### src/hdl/deq_pkg.sv
// Shared types, widths and codes for the double-ended queue.
package deq_pkg;

  // Default geometry of the ring store
  localparam int unsigned DepthDef     = 256;
  localparam int unsigned DataWidthDef = 32;

  // Fixed widths of the request and response fields
  localparam int unsigned ReqTypeW = 2;
  localparam int unsigned ValueW   = 32;
  localparam int unsigned IndexW   = 8;
  localparam int unsigned StatusW  = 2;
  localparam int unsigned CountW   = 9;

  // Request codes
  typedef enum logic [ReqTypeW-1:0] {
    REQ_PUSH_FRONT = 2'd0,
    REQ_PUSH_BACK  = 2'd1,
    REQ_READ       = 2'd2
  } req_e;

  // Status codes
  typedef enum logic [StatusW-1:0] {
    ST_OK    = 2'd0,
    ST_RANGE = 2'd1,
    ST_FULL  = 2'd2
  } status_e;

  // One response transaction
  typedef struct packed {
    logic [ValueW-1:0] read_data;
    status_e           status;
    logic [CountW-1:0] element_count;
    logic              is_empty;
    logic [ValueW-1:0] front_value;
    logic [ValueW-1:0] back_value;
  } result_t;

endpackage

### src/hdl/deq_rsp_if.sv
// Response channel: valid/ready handshake with the response payload.
interface deq_rsp_if;
  logic                          valid;
  logic                          ready;
  logic [deq_pkg::ValueW-1:0]    read_data;
  logic [deq_pkg::StatusW-1:0]   status;
  logic [deq_pkg::CountW-1:0]    element_count;
  logic                          is_empty;
  logic [deq_pkg::ValueW-1:0]    front_value;
  logic [deq_pkg::ValueW-1:0]    back_value;

  modport source (output valid, output read_data, output status, output element_count,
                  output is_empty, output front_value, output back_value, input ready);
  modport sink (input valid, input read_data, input status, input element_count,
                input is_empty, input front_value, input back_value, output ready);
endinterface

### src/hdl/deq_out_stage.sv
// Output register of the queue: holds one response until the receiver takes it.
module deq_out_stage (
  input  logic              clk_i,
  input  logic              rst_ni,
  input  logic              s_valid_i,
  output logic              s_ready_o,
  input  deq_pkg::result_t  s_data_i,
  deq_rsp_if.source         rsp_o
);

  logic             valid_q;
  deq_pkg::result_t data_q;

  // Take a new response when empty or when the held one leaves this cycle
  assign s_ready_o = !valid_q || rsp_o.ready;

  // Control: valid flag
  always_ff @(posedge clk_i or negedge rst_ni) begin
    if (!rst_ni) begin
      valid_q <= 1'b0;
    end else if (s_ready_o) begin
      valid_q <= s_valid_i;
    end
  end

  // Payload: load on each transaction in
  always_ff @(posedge clk_i) begin
    if (s_ready_o && s_valid_i) begin
      data_q <= s_data_i;
    end
  end

  assign rsp_o.valid         = valid_q;
  assign rsp_o.read_data     = data_q.read_data;
  assign rsp_o.status        = data_q.status;
  assign rsp_o.element_count = data_q.element_count;
  assign rsp_o.is_empty      = data_q.is_empty;
  assign rsp_o.front_value   = data_q.front_value;
  assign rsp_o.back_value    = data_q.back_value;

endmodule

### src/flat_wrapper.sv
// flat-port wrapper written by rule: the top's interface ports become plain ports
module deq_out_stage_flat 
  (clk_i, rst_ni, s_valid_i, s_ready_o, s_data_i, rsp_o_valid, rsp_o_read_data, rsp_o_status, rsp_o_element_count, rsp_o_is_empty, rsp_o_front_value, rsp_o_back_value, rsp_o_ready);
  deq_rsp_if rsp_o_i ();
  input  logic clk_i;
  input  logic rst_ni;
  input  logic s_valid_i;
  output logic s_ready_o;
  input  deq_pkg::result_t s_data_i;
  output wire logic [$bits(rsp_o_i.valid)-1:0] rsp_o_valid;
  output wire logic [$bits(rsp_o_i.read_data)-1:0] rsp_o_read_data;
  output wire logic [$bits(rsp_o_i.status)-1:0] rsp_o_status;
  output wire logic [$bits(rsp_o_i.element_count)-1:0] rsp_o_element_count;
  output wire logic [$bits(rsp_o_i.is_empty)-1:0] rsp_o_is_empty;
  output wire logic [$bits(rsp_o_i.front_value)-1:0] rsp_o_front_value;
  output wire logic [$bits(rsp_o_i.back_value)-1:0] rsp_o_back_value;
  input wire logic [$bits(rsp_o_i.ready)-1:0] rsp_o_ready;
  assign rsp_o_valid = rsp_o_i.valid;
  assign rsp_o_read_data = rsp_o_i.read_data;
  assign rsp_o_status = rsp_o_i.status;
  assign rsp_o_element_count = rsp_o_i.element_count;
  assign rsp_o_is_empty = rsp_o_i.is_empty;
  assign rsp_o_front_value = rsp_o_i.front_value;
  assign rsp_o_back_value = rsp_o_i.back_value;
  assign rsp_o_i.ready = rsp_o_ready;
  deq_out_stage u_core (.clk_i(clk_i), .rst_ni(rst_ni), .s_valid_i(s_valid_i), .s_ready_o(s_ready_o), .s_data_i(s_data_i), .rsp_o(rsp_o_i));
endmodule
### config.mk
export PLATFORM = sky130hd
export DESIGN_NAME = deq_out_stage_flat
export DESIGN_NICKNAME = d
export VERILOG_FILES = /design/src/hdl/deq_pkg.sv /design/src/hdl/deq_rsp_if.sv /design/src/hdl/deq_out_stage.sv /design/src/flat_wrapper.sv
export SDC_FILE = /design/constraint.sdc
export NUM_CORES = 1
export LEC_CHECK = 0
export BUFFER_PORTS_ARGS = -buffer_cell sky130_fd_sc_hd__buf_4
export CORE_AREA = 5 5 104 106
export CTS_CLUSTER_SIZE = 28
export DETAILED_ROUTE_END_ITERATION = 8
export DIE_AREA = 0 0 109 111
export MAX_ROUTING_LAYER = met4
export PLACE_DENSITY = 0.78
export SLEW_MARGIN = 15
export SYNTH_ARGS = -nofsm -noshare
export SYNTH_HDL_FRONTEND = slang
export SYNTH_SLANG_ARGS = --single-unit
### constraint.sdc
create_clock -name clk_i -period 2.6 [get_ports clk_i]
set_input_delay 0.13 -clock clk_i [delete_from_list [all_inputs] [get_ports clk_i]]
set_output_delay 0.13 -clock clk_i [all_outputs]
set_load 0.02 [all_outputs]
==> key figures, run 1 <==
Place
  • HPWL Detailed: 6442 µm
  • GPL Wtd Cong: around 0.75
  • I/O Buffers: between 200 and 250

Synthesis
  • Ys async rst share: 0.9174%
  • Synth cell types: 5
  • Share of the synthesized area in the top cell type: 98.37%
  • Most frequent cells after synthesis: edfxtp_1 (108), and2_4 (1), dfrtp_1 (1), nand2b_1 (1), nand2b_4 (1)
  • Cell with the most instances after synthesis: edfxtp_1
  • Avg Cell Area, Syn: between 20 and 30 µm²
  • Register bit total from synthesis: 109
  • Leading area contributor after synthesis: edfxtp_1
  • Mapped cell area: around 3300 µm²
  • Synth Instances: about 110
  • Post-synth EDFFs: 108
  • Synth area leaders: edfxtp_1 (98%), dfrtp_1 (0.76%), nand2b_4 (0.42%), and2_4 (0.27%), nand2b_1 (0.19%)
  • Most common flop cell mapped by yosys: edfxtp_1
  • Seq/Total Area, Yosys: 99.13%
  • Synth Warn #: 0
  • Net Count, Synth: approximately 220

Floorplan
  • Row Count: 36
  • DIE HEIGHT: 111 µm
  • Die X: around 110 µm
  • Number of top-level pins: about 220
  • Initial Util: 34.04%

CTS
  • CTS Root Buffer Type: clkbuf_8
  • Worst-case clock buffer depth: 2
  • CTS Buf Count: 9
  • CTS Hold Bufs: around 100
  • Post-CTS setup buffers: 0
  • Clk sink count: roughly 110
  • H-Tree Depth: 3
  • Cts repair resizes: 0

Outcome
  • Stage reached: 4_1_cts
  • Err: [ERROR RSZ-0060] Max buffer count reached.
  • Status: did not finish
logic make-up after synthesis:
logic type       Yosys count  synth area share, %
flip-flops               109                99.13
AND/OR/NAND/NOR            3               0.8729
stage by stage:
stage | hold WS, ps | setup slack, ps | instances | util [%] | area (µm²)
after floorplan | -165.6 | 752.6 | 112 | - | 3297
after global placement | -94.53 | 985.9 | 469 | 53.26 | 5157
after detailed placement | -92.70 | 937.6 | 469 | 53.26 | 5157
==> run 2: changes to the inputs <==
--- a/config.mk
+++ b/config.mk
@@ -6,12 +6,10 @@
 export NUM_CORES = 1
 export LEC_CHECK = 0
 export BUFFER_PORTS_ARGS = -buffer_cell sky130_fd_sc_hd__buf_4
-export CORE_AREA = 5 5 104 106
-export CTS_CLUSTER_SIZE = 28
+export CORE_AREA = 5 5 135 137
 export DETAILED_ROUTE_END_ITERATION = 8
-export DIE_AREA = 0 0 109 111
-export MAX_ROUTING_LAYER = met4
-export PLACE_DENSITY = 0.78
+export DIE_AREA = 0 0 140 142
+export PLACE_DENSITY_LB_ADDON = 0.15
 export SLEW_MARGIN = 15
 export SYNTH_ARGS = -nofsm -noshare
 export SYNTH_HDL_FRONTEND = slang
==> run 2 against run 1 <==
Against the previous run: the run now ends clean; area after synthesis unchanged; synthesized cell count unchanged.
==> key figures, run 2 <==
Outcome
  • Status: finished, final reports clean

STA
  • Max-slew violation count: 0
  • Minimum clock period: between 1500 and 2000 ps
  • Rel. slew slack: 60.03%
  • Worst Max-Slew Pin Slew: around 600 ps
  • Setup Total Neg Slack: 0 ps
  • Tcrit/Tclk final: between 60 and 70%
  • Final clock skew: ~11 ps
  • Final hold viol count: 0
  • Max Freq: 0.6341 GHz
  • Final setup violation count: 0
  • Unrepaired setup endpoints after global routing: false
  • Hold WS: around 68 ps

Route
  • Vias/cell: 3.549
  • Top layer reached by signal wires: met5
  • Drt wl/cell: between 10 and 15 µm
  • Met2 routed WL: ~5600 µm
  • DR DRC count: 0
  • Iteration-0 DRC Markers: a little over 100
  • DR pass1 iterations: 4
  • ANT nets after route: 0
  • M1 WL: 3505 µm
  • Drt total wl: just over 10,000 µm
  • Vias: between 2,000 and 2,500
  • Routed wl met3: 792 µm

Global route
  • Tot GR Track Use: 10.06%
  • First-pass GRT wire length: about 15,000 µm
  • Initial antenna violation count: 1
  • Vias in the first global route: roughly 2,700
  • Grt total ovfl: 0
  • Largest net degree at the start of global routing: approximately 110

Synthesis
  • Synth area leaders: edfxtp_1 (98%), dfrtp_1 (0.76%), nand2b_4 (0.42%), and2_4 (0.27%), nand2b_1 (0.19%)
  • Synth Instances: between 100 and 150
  • Seq/Total Area, Yosys: 99.13%
  • Most common flop cell mapped by yosys: edfxtp_1
  • Register bit total from synthesis: roughly 110
  • Ys async rst share: 0.9174%
  • Mux share of post-synthesis cell area: 0%
  • Net Count, Synth: ~220
  • Simple-gate share of the synthesized area: 0.8729%
  • Largest family of logic cells by synthesized area: simple AND/OR/NAND/NOR gates
  • Synth cell types: 5
  • Synth Area in Adders: 0%
  • Most frequent cells after synthesis: edfxtp_1 (108), and2_4 (1), dfrtp_1 (1), nand2b_1 (1), nand2b_4 (1)
  • Post-synthesis compound-gate area fraction: 0%
  • Avg Cell Area, Syn: about 29 µm²
  • Synth Warn #: 0
  • Xor and xnor area share after synthesis: 0%
  • Leading area contributor after synthesis: edfxtp_1
  • Post-synth EDFFs: 108
  • Cell with the most instances after synthesis: edfxtp_1
  • Share of the synthesized area in the top cell type: a little over nine tenths
  • Mapped cell area: about 3300 µm²

Worst setup path
  • Endpoint type of the worst setup path: register
  • Cell Chain, Critical Path: nand2b_4, and2_4, buf_12
  • Top fanout value on the critical path: roughly 110
  • Critical path type: register to register
  • CP peak stage delay: about 420 ps
  • CP Launch Type: register
  • Slowest-stage cell, CP: dfrtp_1
  • Buf/Inv on CP: 1
  • Delay-heaviest family, CP: flip-flops
  • WP data required: ~2600 ps
  • Arr. time, crit path: roughly 1600 ps

Hold path
  • Hold Path Class: input port to register

Pwr
  • Total power: about 4.2 mW
  • Cell-internal power: ~3.3 mW
  • PwrDens: a little over 600 nW/µm²
  • Switch Pwr: 0.8949 mW
  • Seq pwr share: approximately 50%
  • Static leakage: between 2 and 3 nW
  • Maximum vdd drop: 0.3398 mV
  • Power share of the combinational group: between 10 and 15%
  • Clock power frac: 36.2%
  • Net Sw Frac: a little over a fifth

CTS
  • CTS Root Buffer Type: clkbuf_16
  • Worst-path clk slew: 70 ps
  • CTS Buf Count: 9
  • Clk sink count: roughly 110
  • H-Tree Depth: 3
  • Clk_lat worst skew: roughly 340 ps
  • TritonCTS clock tree: yes
  • Post-CTS setup buffers: 0
  • Worst-case clock buffer depth: 2

Floorplan
  • Core Area: approximately 17,000 µm²
  • DIE HEIGHT: approximately 140 µm
  • Die X: approximately 140 µm
  • Row Count: 48
  • Number of top-level pins: around 220
  • Die ar.: 19,880 µm²
  • Initial Util: between 15 and 20%

Flow run
  • Max Cap Viol: 0

Layout
  • Fin area: approximately 6700 µm²
  • NumNets Final: 567
  • Most frequent cells in the layout: buf_4 (221), dlygate4sd3_1 (110), edfxtp_1 (108)
  • Layout cell share with drive strength beyond 1: 52.17%
  • Area Growth Syn to Fin: 103.0%
  • Most common cell after layout, fill and taps aside: buf_4
  • Layout fillers: about 1,600
  • N_diodes: 0

Place
  • Post-DP Area: between 5000 and 6000 µm²
  • I/O Buffers: about 220
  • GPL Wtd Cong: approximately 0.68
==> run 2: cell counts after synthesis <==
No cell type changed its count.
==> run 2: cell type report <==
type | instances | area [µm²] | share of cell area (%)
flip-flops and latches | 109 | 3268 | 48.82
repair buffers | 332 | 2780 | 41.53
well taps | 225 | 281.5 | 4.206
clock buffers | 11 | 252.7 | 3.776
clock inverters | 5 | 82.58 | 1.234
multi-input cells | 3 | 28.78 | 0.4299
==> run 2: worst reg2reg max path: cells and delay by family (launching register included) <==
family | cells | cell delay [ps]
buf+inv | 1 | 420
flops | 1 | 420
simple gates | 2 | 260
==> run 2: path summary, 6_finish.rpt <==
check	cells past startpoint	slack (ps)	to	from
min in group asynchronous	2	100	u_core.rsp_o.valid	rst_ni
max	3	1020	u_core.rsp_o.back_value[13]	u_core.rsp_o.valid
min	3	70	u_core.rsp_o.valid	rsp_o_ready
max in group asynchronous	2	2420	u_core.rsp_o.valid	rst_ni
max reg2reg	3	1020	u_core.rsp_o.back_value[13]	u_core.rsp_o.valid
min reg2reg	2	580	u_core.rsp_o.valid	u_core.rsp_o.valid
==> run 2: kinds of logic after synthesis <==
kind of cell     after synthesis
DFF                          109
and+or+nand+nor                3
==> run 2: what timing repair did <==
| action | 4_1_cts | 5_1_grt |
|---|---|---|
| hold buffers | 110 | 0 |
| hold endpoints to repair | 110 | 0 |
| resized for setup | 0 | 0 |
==> run 2: stage by stage <==
step | instances | worst slack [ps] | util [%]
floorplan | 112 | 752.6 | -
global placement | 559 | 1096 | 31.04
detailed placement | 559 | 1061 | 31.04
CTS | 685 | 1042 | 39.52
global route | 685 | 954.1 | 39.52
finish | 685 | 1023 | 39.52
==> run 2: metal layers <==
layer | global-route usage (%) | vias to the layer above
met3 | 3.259 | 13
met2 | 17.98 | 108
met1 | 10.69 | 1167
met4 | 5.048 | 2
met5 | 0 | -
li1 | - | 1141
==> run 2: power by group through the flow <==
stage	sequential, mW	clock [mW]	combinational [mW]
detailed placement	2.11	0	0.454
floorplan	2.24	0	0.0361
CTS	2.08	1.58	0.592
global placement	2.11	0	0.453
global route	2.08	1.66	0.619
finish	2.07	1.51	0.583
No activity file was read; power rests on OpenSTA's default activity.
